## src/rtl/core/sced_pkg.sv

```systemverilog
// ----------------------------------------------------------------------------
// sced_pkg
// Shared types, key codes and keymap tables for the scancode line editor.
// ----------------------------------------------------------------------------
package sced_pkg;

    // line length limit and counter width
    localparam int LINE_LIMIT = 255;
    localparam int LEN_W      = $clog2(LINE_LIMIT + 1);

    // key codes (set 1, make code without release bit)
    localparam logic [6:0] KEY_ESC     = 7'h01;
    localparam logic [6:0] KEY_BKSP    = 7'h0E;
    localparam logic [6:0] KEY_TAB     = 7'h0F;
    localparam logic [6:0] KEY_ENTER   = 7'h1C;
    localparam logic [6:0] KEY_CTRL    = 7'h1D;
    localparam logic [6:0] KEY_APOS    = 7'h27;
    localparam logic [6:0] KEY_GRAVE   = 7'h29;
    localparam logic [6:0] KEY_LSHIFT  = 7'h2A;
    localparam logic [6:0] KEY_COMMA   = 7'h2C;
    localparam logic [6:0] KEY_ACUTE   = 7'h2D;
    localparam logic [6:0] KEY_RSHIFT  = 7'h36;
    localparam logic [6:0] KEY_ALT     = 7'h38;
    localparam logic [6:0] KEY_CAPS    = 7'h3A;
    localparam logic [6:0] KEY_NUM     = 7'h45;
    localparam logic [6:0] KEY_SCROLL  = 7'h46;

    // characters
    localparam logic [7:0] CH_BS      = 8'h08;
    localparam logic [7:0] CH_TAB     = 8'h09;
    localparam logic [7:0] CH_LF      = 8'h0A;
    localparam logic [7:0] CH_SPACE   = 8'h20;
    localparam logic [7:0] CH_TILDE   = 8'h7E;
    localparam logic [7:0] CH_CARET   = 8'h5E;
    localparam logic [7:0] CH_BACKTICK = 8'h60;
    localparam logic [7:0] CH_ACUTE   = 8'hB4;
    localparam logic [7:0] CH_LOW_A   = 8'h61;
    localparam logic [7:0] CH_LOW_Z   = 8'h7A;
    localparam logic [7:0] CASE_DIFF  = 8'h20;

    // line event codes
    localparam logic [1:0] EV_NONE   = 2'd0;
    localparam logic [1:0] EV_SUBMIT = 2'd1;
    localparam logic [1:0] EV_CANCEL = 2'd2;

    // one echoed word with its marks
    typedef struct packed {
        logic [1:0] line_event;
        logic       removed;
        logic       appended;
        logic [7:0] echo_byte;
    } t_res;

    // decoded scancode: up to three words
    typedef struct packed {
        logic [1:0]     cnt;
        t_res [2:0]     res;
    } t_cmd;

    // push from the front end to the queue
    typedef struct packed {
        logic valid;
        t_cmd cmd;
    } t_push;

    // unshifted keymap
    localparam logic [7:0] TAB_NORMAL [64] = '{
        8'h00, 8'h00, 8'h31, 8'h32, 8'h33, 8'h34, 8'h35, 8'h36,
        8'h37, 8'h38, 8'h39, 8'h30, 8'h2D, 8'h3D, 8'h08, 8'h09,
        8'h71, 8'h77, 8'h65, 8'h72, 8'h74, 8'h79, 8'h75, 8'h69,
        8'h6F, 8'h70, 8'h5B, 8'h5D, 8'h0A, 8'h00, 8'h61, 8'h73,
        8'h64, 8'h66, 8'h67, 8'h68, 8'h6A, 8'h6B, 8'h6C, 8'h3B,
        8'h27, 8'h60, 8'h00, 8'h5C, 8'h7A, 8'h78, 8'h63, 8'h76,
        8'h62, 8'h6E, 8'h6D, 8'h2C, 8'h2E, 8'h2F, 8'h00, 8'h00,
        8'h00, 8'h20, 8'h00, 8'h00, 8'h00, 8'h00, 8'h00, 8'h00
    };

    // shifted keymap
    localparam logic [7:0] TAB_SHIFT [64] = '{
        8'h00, 8'h00, 8'h21, 8'h40, 8'h23, 8'h24, 8'h25, 8'hA8,
        8'h26, 8'h2A, 8'h28, 8'h29, 8'h5F, 8'h2B, 8'h08, 8'h09,
        8'h51, 8'h57, 8'h45, 8'h52, 8'h54, 8'h59, 8'h55, 8'h49,
        8'h4F, 8'h50, 8'h7B, 8'h7D, 8'h0A, 8'h00, 8'h41, 8'h53,
        8'h44, 8'h46, 8'h47, 8'h48, 8'h4A, 8'h4B, 8'h4C, 8'h3A,
        8'h22, 8'h7E, 8'h00, 8'h7C, 8'h5A, 8'h58, 8'h43, 8'h56,
        8'h42, 8'h4E, 8'h4D, 8'h3C, 8'h3E, 8'h3F, 8'h00, 8'h00,
        8'h00, 8'h20, 8'h00, 8'h00, 8'h00, 8'h00, 8'h00, 8'h00
    };

    // key to character, with the abnt2 overrides
    function automatic logic [7:0] fn_lookup(input logic [6:0] key, input logic shift);
        logic [7:0] c;
        begin
            c = 8'h00;
            case (key)
                KEY_APOS:  c = shift ? 8'hC7 : 8'hE7;
                KEY_GRAVE: c = shift ? CH_CARET : CH_TILDE;
                KEY_COMMA: c = shift ? CH_TILDE : CH_CARET;
                KEY_ACUTE: c = shift ? CH_BACKTICK : CH_ACUTE;
                default: begin
                    if (!key[6]) begin
                        c = shift ? TAB_SHIFT[key[5:0]] : TAB_NORMAL[key[5:0]];
                    end
                end
            endcase
            return c;
        end
    endfunction

    // dead key mark
    function automatic logic fn_is_accent(input logic [7:0] c);
        return (c == CH_ACUTE) || (c == CH_BACKTICK) || (c == CH_CARET) || (c == CH_TILDE);
    endfunction

    // accent plus base letter, zero when the pair is unknown
    function automatic logic [7:0] fn_combine(input logic [7:0] base, input logic [7:0] acc);
        logic [7:0] r;
        begin
            r = 8'h00;
            case (acc)
                CH_ACUTE: begin
                    case (base)
                        8'h61:   r = 8'hE1;
                        8'h65:   r = 8'hE9;
                        8'h69:   r = 8'hED;
                        8'h6F:   r = 8'hF3;
                        8'h75:   r = 8'hFA;
                        default: r = 8'h00;
                    endcase
                end
                CH_BACKTICK: begin
                    case (base)
                        8'h61:   r = 8'hE0;
                        8'h65:   r = 8'hE8;
                        8'h69:   r = 8'hEC;
                        8'h6F:   r = 8'hF2;
                        8'h75:   r = 8'hF9;
                        default: r = 8'h00;
                    endcase
                end
                CH_CARET: begin
                    case (base)
                        8'h61:   r = 8'hE2;
                        8'h65:   r = 8'hEA;
                        8'h69:   r = 8'hEE;
                        8'h6F:   r = 8'hF4;
                        8'h75:   r = 8'hFB;
                        default: r = 8'h00;
                    endcase
                end
                CH_TILDE: begin
                    case (base)
                        8'h61:   r = 8'hE3;
                        8'h6F:   r = 8'hF5;
                        8'h6E:   r = 8'hF1;
                        default: r = 8'h00;
                    endcase
                end
                default: r = 8'h00;
            endcase
            return r;
        end
    endfunction

endpackage

```

## src/rtl/core/scancode_to_char_line_editor.sv

```systemverilog
// ----------------------------------------------------------------------------
// scancode_to_char_line_editor
// Set-1 scancode to Latin-1 line editor for an ABNT2 keyboard layout.
// ----------------------------------------------------------------------------
// A scancode byte is taken whenever the two-entry command queue has room,
// so bytes may arrive back to back. Each byte is decoded at once into zero
// to three echo words; these leave the output stage one per cycle while the
// receiver is ready, so a backspace that removes a byte gives three words,
// every other key at most two, and a key that echoes nothing adds no command.
// The result words of one scancode come out in order with tlast on the final
// one. Modifier, lock, dead-key and line length state is cleared by reset.
module scancode_to_char_line_editor
    import sced_pkg::*;
(
    input  logic       i_clk,
    input  logic       i_rst_n,
    input  logic       i_s_axis_tvalid,
    output logic       o_s_axis_tready,
    input  logic [7:0] i_s_axis_tdata,   // [7:0] scan_byte
    output logic       o_m_axis_tvalid,
    input  logic       i_m_axis_tready,
    output logic [7:0] o_m_axis_tdata,   // [7:0] echo_byte
    output logic [3:0] o_m_axis_tuser,   // [0] appended, [1] removed, [3:2] line_event
    output logic       o_m_axis_tlast
);

    t_push push;
    logic  q_full;
    logic  q_valid;
    logic  q_pop;
    t_cmd  q_head;

    // decode and state tracking
    sced_front u_front (
        .i_clk       (i_clk),
        .i_rst_n     (i_rst_n),
        .i_valid     (i_s_axis_tvalid),
        .i_scan_byte (i_s_axis_tdata),
        .i_full      (q_full),
        .o_ready     (o_s_axis_tready),
        .o_push      (push)
    );

    // command queue
    sced_queue u_queue (
        .i_clk   (i_clk),
        .i_rst_n (i_rst_n),
        .i_push  (push),
        .i_pop   (q_pop),
        .o_full  (q_full),
        .o_valid (q_valid),
        .o_head  (q_head)
    );

    // echo word sequencing
    sced_back u_back (
        .i_clk       (i_clk),
        .i_rst_n     (i_rst_n),
        .i_valid     (q_valid),
        .i_head      (q_head),
        .o_pop       (q_pop),
        .i_ready     (i_m_axis_tready),
        .o_valid     (o_m_axis_tvalid),
        .o_echo_byte (o_m_axis_tdata),
        .o_marks     (o_m_axis_tuser),
        .o_last      (o_m_axis_tlast)
    );

endmodule

```

## src/rtl/core/sced_front.sv

```systemverilog
// ----------------------------------------------------------------------------
// sced_front
// Accepts scancodes, tracks modifier, lock, accent and line state, and turns
// each scancode into a command of zero to three echo words.
// ----------------------------------------------------------------------------
module sced_front
    import sced_pkg::*;
(
    input  logic        i_clk,
    input  logic        i_rst_n,
    input  logic        i_valid,
    input  logic [7:0]  i_scan_byte,
    input  logic        i_full,
    output logic        o_ready,
    output t_push       o_push
);

    logic             r_shift, r_ctrl, r_alt;
    logic             r_caps, r_num, r_scroll;
    logic             r_pend;
    logic [7:0]       r_acc;
    logic [LEN_W-1:0] r_len;

    logic             n_shift, n_ctrl, n_alt;
    logic             n_caps, n_num, n_scroll;
    logic             n_pend;
    logic [7:0]       n_acc;
    logic [LEN_W-1:0] n_len;

    logic             accept;
    logic [6:0]       key;
    logic             pressed;
    logic [7:0]       c;
    logic [7:0]       c_up;
    logic [7:0]       comb;
    logic             c_lower;
    logic             room0;
    logic             room1;
    logic             acc_out;
    logic [LEN_W-1:0] len1;
    t_cmd             cmd;

    assign o_ready = !i_full;
    assign accept  = i_valid && o_ready;
    assign key     = i_scan_byte[6:0];
    assign pressed = !i_scan_byte[7];

    // keymap and accent lookups
    assign c       = fn_lookup(key, r_shift);
    assign c_lower = (c >= CH_LOW_A) && (c <= CH_LOW_Z);
    assign comb    = (r_pend && c_lower) ? fn_combine(c, r_acc) : 8'h00;
    assign c_up    = (r_caps && !r_shift && c_lower) ? (c - CASE_DIFF) : c;
    assign room0   = r_len < LEN_W'(LINE_LIMIT);
    assign acc_out = r_pend && c_lower && (comb == 8'h00);
    assign len1    = (acc_out && room0) ? (r_len + LEN_W'(1)) : r_len;
    assign room1   = len1 < LEN_W'(LINE_LIMIT);

    // decode one scancode
    always_comb begin
        n_shift  = r_shift;
        n_ctrl   = r_ctrl;
        n_alt    = r_alt;
        n_caps   = r_caps;
        n_num    = r_num;
        n_scroll = r_scroll;
        n_pend   = r_pend;
        n_acc    = r_acc;
        n_len    = r_len;
        cmd      = '0;

        if (key == KEY_LSHIFT || key == KEY_RSHIFT) begin
            n_shift = pressed;
        end else if (key == KEY_CTRL) begin
            n_ctrl = pressed;
        end else if (key == KEY_ALT) begin
            n_alt = pressed;
        end else if (pressed) begin
            if (key == KEY_CAPS) begin
                n_caps = !r_caps;
            end else if (key == KEY_NUM) begin
                n_num = !r_num;
            end else if (key == KEY_SCROLL) begin
                n_scroll = !r_scroll;
            end else if (key == KEY_ENTER || key == KEY_ESC) begin
                n_pend                  = 1'b0;
                n_len                   = '0;
                cmd.cnt                 = 2'd1;
                cmd.res[0].echo_byte    = CH_LF;
                cmd.res[0].line_event   = (key == KEY_ENTER) ? EV_SUBMIT : EV_CANCEL;
            end else if (key == KEY_BKSP) begin
                n_pend = 1'b0;
                if (r_len != '0) begin
                    n_len                = r_len - LEN_W'(1);
                    cmd.cnt              = 2'd3;
                    cmd.res[0].echo_byte = CH_BS;
                    cmd.res[0].removed   = 1'b1;
                    cmd.res[1].echo_byte = CH_SPACE;
                    cmd.res[2].echo_byte = CH_BS;
                end
            end else if (key == KEY_TAB) begin
                n_pend               = 1'b0;
                cmd.cnt              = 2'd1;
                cmd.res[0].echo_byte = CH_TAB;
                cmd.res[0].appended  = room0;
                n_len                = room0 ? (r_len + LEN_W'(1)) : r_len;
            end else begin
                // unknown accent pair: echo the accent first
                if (acc_out) begin
                    cmd.cnt              = 2'd1;
                    cmd.res[0].echo_byte = r_acc;
                    cmd.res[0].appended  = room0;
                end
                if (r_pend && c_lower) begin
                    n_pend = 1'b0;
                end
                n_len = len1;
                if (comb != 8'h00) begin
                    if (room0) begin
                        cmd.cnt              = 2'd1;
                        cmd.res[0].echo_byte = comb;
                        cmd.res[0].appended  = 1'b1;
                        n_len                = r_len + LEN_W'(1);
                    end
                end else if (!r_pend && fn_is_accent(c)) begin
                    n_pend = 1'b1;
                    n_acc  = c;
                end else if (c >= CH_SPACE && c <= CH_TILDE) begin
                    if (room1) begin
                        n_len = len1 + LEN_W'(1);
                        if (acc_out) begin
                            cmd.cnt              = 2'd2;
                            cmd.res[1].echo_byte = c_up;
                            cmd.res[1].appended  = 1'b1;
                        end else begin
                            cmd.cnt              = 2'd1;
                            cmd.res[0].echo_byte = c_up;
                            cmd.res[0].appended  = 1'b1;
                        end
                    end
                end
            end
        end
    end

    assign o_push.valid = accept && (cmd.cnt != 2'd0);
    assign o_push.cmd   = cmd;

    // editor state
    always_ff @(posedge i_clk) begin
        if (!i_rst_n) begin
            r_shift  <= 1'b0;
            r_ctrl   <= 1'b0;
            r_alt    <= 1'b0;
            r_caps   <= 1'b0;
            r_num    <= 1'b0;
            r_scroll <= 1'b0;
            r_pend   <= 1'b0;
            r_acc    <= 8'h00;
            r_len    <= '0;
        end else if (accept) begin
            r_shift  <= n_shift;
            r_ctrl   <= n_ctrl;
            r_alt    <= n_alt;
            r_caps   <= n_caps;
            r_num    <= n_num;
            r_scroll <= n_scroll;
            r_pend   <= n_pend;
            r_acc    <= n_acc;
            r_len    <= n_len;
        end
    end

endmodule

```

## src/rtl/core/sced_queue.sv

```systemverilog
// ----------------------------------------------------------------------------
// sced_queue
// Two-entry command queue between the decoding front end and the echo back end.
// ----------------------------------------------------------------------------
module sced_queue
    import sced_pkg::*;
(
    input  logic  i_clk,
    input  logic  i_rst_n,
    input  t_push i_push,
    input  logic  i_pop,
    output logic  o_full,
    output logic  o_valid,
    output t_cmd  o_head
);

    t_cmd       r_mem [2];
    logic       r_wr_ptr;
    logic       r_rd_ptr;
    logic [1:0] r_count;

    logic       do_pop;

    assign o_full  = (r_count == 2'd2);
    assign o_valid = (r_count != 2'd0);
    assign o_head  = r_mem[r_rd_ptr];
    assign do_pop  = i_pop && o_valid;

    // storage
    always_ff @(posedge i_clk) begin
        if (i_push.valid) begin
            r_mem[r_wr_ptr] <= i_push.cmd;
        end
    end

    // pointers and fill level
    always_ff @(posedge i_clk) begin
        if (!i_rst_n) begin
            r_wr_ptr <= 1'b0;
            r_rd_ptr <= 1'b0;
            r_count  <= 2'd0;
        end else begin
            if (i_push.valid) begin
                r_wr_ptr <= !r_wr_ptr;
            end
            if (do_pop) begin
                r_rd_ptr <= !r_rd_ptr;
            end
            if (i_push.valid && !do_pop) begin
                r_count <= r_count + 2'd1;
            end else if (!i_push.valid && do_pop) begin
                r_count <= r_count - 2'd1;
            end
        end
    end

endmodule

```

## src/rtl/core/sced_back.sv

```systemverilog
// ----------------------------------------------------------------------------
// sced_back
// Walks the words of the head command one per cycle, unless the output
// stalls, into a registered output stage and marks each command's last word.
// ----------------------------------------------------------------------------
module sced_back
    import sced_pkg::*;
(
    input  logic       i_clk,
    input  logic       i_rst_n,
    input  logic       i_valid,
    input  t_cmd       i_head,
    output logic       o_pop,
    input  logic       i_ready,
    output logic       o_valid,
    output logic [7:0] o_echo_byte,
    output logic [3:0] o_marks,
    output logic       o_last
);

    logic [1:0] r_idx;
    logic       r_valid;
    t_res       r_res;
    logic       r_last;

    logic       load;
    logic       is_last;
    t_res       cur;

    assign load    = i_valid && (!r_valid || i_ready);
    assign cur     = i_head.res[r_idx];
    assign is_last = (r_idx == (i_head.cnt - 2'd1));
    assign o_pop   = load && is_last;

    // word index within the head command
    always_ff @(posedge i_clk) begin
        if (!i_rst_n) begin
            r_idx <= 2'd0;
        end else if (load) begin
            r_idx <= is_last ? 2'd0 : (r_idx + 2'd1);
        end
    end

    // output register
    always_ff @(posedge i_clk) begin
        if (!i_rst_n) begin
            r_valid <= 1'b0;
        end else if (load) begin
            r_valid <= 1'b1;
        end else if (i_ready) begin
            r_valid <= 1'b0;
        end
    end

    always_ff @(posedge i_clk) begin
        if (load) begin
            r_res  <= cur;
            r_last <= is_last;
        end
    end

    assign o_valid     = r_valid;
    assign o_echo_byte = r_res.echo_byte;
    assign o_marks     = {r_res.line_event, r_res.removed, r_res.appended};
    assign o_last      = r_last;

endmodule

```

## config.mk

```make
export PLATFORM = sky130hd
export DESIGN_NAME = scancode_to_char_line_editor
export DESIGN_NICKNAME = d
export VERILOG_FILES = /design/src/rtl/core/sced_pkg.sv /design/src/rtl/core/scancode_to_char_line_editor.sv /design/src/rtl/core/sced_front.sv /design/src/rtl/core/sced_queue.sv /design/src/rtl/core/sced_back.sv
export SDC_FILE = /design/constraint.sdc
export NUM_CORES = 1
export LEC_CHECK = 0
export ABC_AREA = 1
export BUFFER_PORTS_ARGS = -buffer_cell sky130_fd_sc_hd__buf_2
export CAP_MARGIN = 20
export CELL_PAD_IN_SITES_DETAIL_PLACEMENT = 1
export CELL_PAD_IN_SITES_GLOBAL_PLACEMENT = 1
export CORE_MARGIN = 3
export CORE_UTILIZATION = 52
export CTS_CLUSTER_SIZE = 8
export DETAILED_ROUTE_END_ITERATION = 10
export HOLD_SLACK_MARGIN = 0.12
export PLACE_DENSITY_LB_ADDON = 0.1
export SYNTH_ARGS = -nofsm -noshare
export SYNTH_HDL_FRONTEND = slang
export SYNTH_HIERARCHICAL = 1
export SYNTH_SLANG_ARGS = --single-unit
```

## constraint.sdc

```tcl
create_clock -name i_clk -period 15.7 [get_ports i_clk]
set_clock_uncertainty 0.2 [all_clocks]
set_input_delay 0.785 -clock i_clk [delete_from_list [all_inputs] [get_ports i_clk]]
set_output_delay 0.785 -clock i_clk [all_outputs]
set_load 0.05 [all_outputs]
```

==> impl_metrics.ini <==
[synthesis]
synthAdderAreaFrac = 0.0304
synth_area_leader_cell = edfxtp_1
synth_seq_cells = 116
synth_compound_area_frac = 0.0894
synth.top_cell.area_share = 0.325
synth_area_per_cell_um2 = 7.78
synth-xor-area-share = 0.00745
yosysWarnings = 6
yosysSeqAreaShare = 0.391
netlist_area_um2 = 8230
muxShareOfSynthArea = 0.0611
postSynthCellCount = 1057
synth_top_family_by_area = simple AND/OR/NAND/NOR gates
synth_area_leaders = edfxtp_1 (32%), nand2_1 (11%), dfxtp_1 (6.6%)
synth-simple-area-share = 0.325
ys_types = 50

[clock_network]
clockRootBuffer = clkbuf_16
tritoncts = built
numCtsBuffers = 17
numClockSinks = 116
cts-htree-levels = 4
clockBufferDepth = 2
cts.clk_slew.worst_paths_ps = 60
post_cts_buffers = 0
clock_latency_ps = 430
postCtsHoldBufs = 0
cts_resized = 0

[worst_setup_path]
path_delay_family = simple AND/OR/NAND/NOR gates
cp_slowest_cell = o211ai_1
cpPeakStageDelay_ps = 570
path_class = input pin to register
path_buf_inv = 5
ff2ff_setup_slack_ps = 9450
cp_max_fo = 38
crit_top_cell = nand2_1
cp.arrival_ps = 6380
required_ps = 15550
startpoint_type = input pin
crit_path_end_kind = register

[flow_run]
drv_cap = 0

[timing]
hold_slack_ps = 337
hold_viol = 0
finalCriticalPeriod_ps = 6530
drv_slew = 0
slew_headroom = 0.370
period_share = 0.416
rsz0062_at_grt = no
maxClockFrequency_mhz = 153
setup_tns_ps = 0
worst_pin_slew_ps = 936
setup_viol = 0

[pwr]
ir_worst_vdd_mv = 0.0681
p_total_mw = 0.945
power.density_nw_per_um2 = 104
leakage_nw = 3.97

[grt]
grt_pass1_wl_um = 45300
grt_pass1_vias = 7799
grtUsageTotal = 0.334
grt_max_degree = 39
antenna_found_initial = 0
gr-total-overflow = 0

[drt]
vias_per_cell = 6.07
drc = 0
wl_per_cell_um = 22.2
first_iter_violations = 823
routed_wl_um = 28900
dr.pass1.iters = 7
num_vias = 7907
ant_nets = 0

[layout]
seq_area_um2 = 3210
drive_gt1_frac = 0.161
n_antenna_cell = 0
final_nets = 1111
area_growth_pct = 10.3
multi_input_area_um2 = 4280
nFillCells = 1930

[floorplanning]
die_h_um = 132
initial_core_util = 0.537
core.rowCount = 45
die_area_um2 = 17400
die_w_um = 132
boundaryPins = 27
coreArea_um2 = 15300

[placement]
hpwl_um = 19300
gp_congestion = 0.922
io_buffers = 26

[hold_path]
min_path_type = register to register

[outcome]
status = complete, no violations
[layer usage]
metal / part of all wire / track usage / routed length [µm]
met3: 0.074 / 0.0630 / 2130
met4: 0.024 / 0.104 / 683
met2: 0.47 / 0.532 / 13500
met5: 0 / 0 / 0
met1: 0.43 / 0.464 / 12500
[area by class of cell]
class                           count  area share
Clock buffer                       18      0.0473
Clock inverter                     14      0.0221
Inverter                          129      0.0537
Multi-Input combinational cell    784       0.472
Sequential cell                   116       0.354
Tap cell                          211      0.0291
Timing Repair Buffer               31      0.0212
[registers in the layout, indices dropped and copies added, names as in the netlist, named ones only]
name,flops
u_front/r_acc,8
u_front/r_len,8
u_front/r_pend,1
u_queue/r_mem,76
u_front/r_shift,1
u_back/o_marks,4
u_back/o_echo_byte,8
u_front/r_caps,1
u_back/r_idx,2
u_back/o_valid,1
u_queue/r_wr_ptr,1
u_back/o_last,1
u_queue/r_rd_ptr,1
u_queue/r_count,2
[power breakdown]
group / internal (mW) / switching (mW) / total, mW
Sequential: 0.349 / 0.0109 / 0.360
Clock: 0.268 / 0.157 / 0.424
Combinational: 0.0414 / 0.119 / 0.161
[cells by family after synthesis]
family / Yosys count
AND/OR/NAND/NOR: 572
buffers and inverters: 170
AO/OA/AOI/OAI: 133
flip-flops: 116
multiplexers: 38
adder cells (fa/ha/maj): 20
XOR/XNOR: 7
other: 1
[through the flow]
step                instance area, µm²   util  setup WS (ps)  cells
floorplan                         8280      -           9210   1070
global placement                  8400  0.549           8800   1269
detailed placement                8400  0.549           8640   1269
finish                            9070  0.592           9170   1303
CTS                               9030  0.590           8900   1301
global route                      9070  0.592           8650   1303
[tightest hold or removal path: stages (launching register included)]
cell	delay, ps
dfxtp_1	350
nand2_1	80
a21oi_1	60
[layout by cell type, fill, tap and decap left out, types with 6 or more instances in the layout]
cell type / n
o21ai_1: 17
nand2_2: 22
mux2_4: 20
nor2_2: 10
inv_2: 13
clkbuf_16: 17
nor2_4: 7
mux2_2: 18
nand3_1: 93
a31oi_1: 16
nand3_2: 9
nor3_1: 21
nor2_1: 116
inv_1: 110
ha_1: 20
nand4_1: 25
dfxtp_1: 26
edfxtp_1: 89
o21ai_0: 34
buf_2: 26
a21oi_1: 50
nor4_1: 10
conb_1: 14
xor2_1: 6
nand2_1: 247
[final timing paths]
check                                 from                              to  cells after the start
max                      i_s_axis_tdata[1]  u_queue/r_mem[1][21]$_DFFE_PP_                     29
min          u_front/r_len[3]$_SDFFE_PN0P_   u_front/r_len[3]$_SDFFE_PN0P_                      2
max reg2reg   u_front/r_shift$_SDFFE_PN0P_  u_queue/r_mem[1][21]$_DFFE_PP_                     26
min reg2reg  u_front/r_len[3]$_SDFFE_PN0P_   u_front/r_len[3]$_SDFFE_PN0P_                      2
[synthesized netlist by cell type, drive strengths merged]
cell / n
mux2: 38
o21a: 1
buf: 34
conb: 1
and2: 1
a311oi: 2
a31oi: 16
a2111o: 1
ha: 20
dfxtp: 27
nand2: 274
a21oi: 51
nor4: 10
nor3: 21
inv: 124
a221oi: 1
clkbuf: 7
edfxtp: 89
xnor2: 1
nand4: 27
or2: 1
clkinv: 5
a211oi: 1
xor2: 6
o211ai: 5
o22ai: 1
o21ai: 52
nor2: 135
a21boi: 1
o2111ai: 1
nand3: 103
Power figures use the tool's default switching activity.
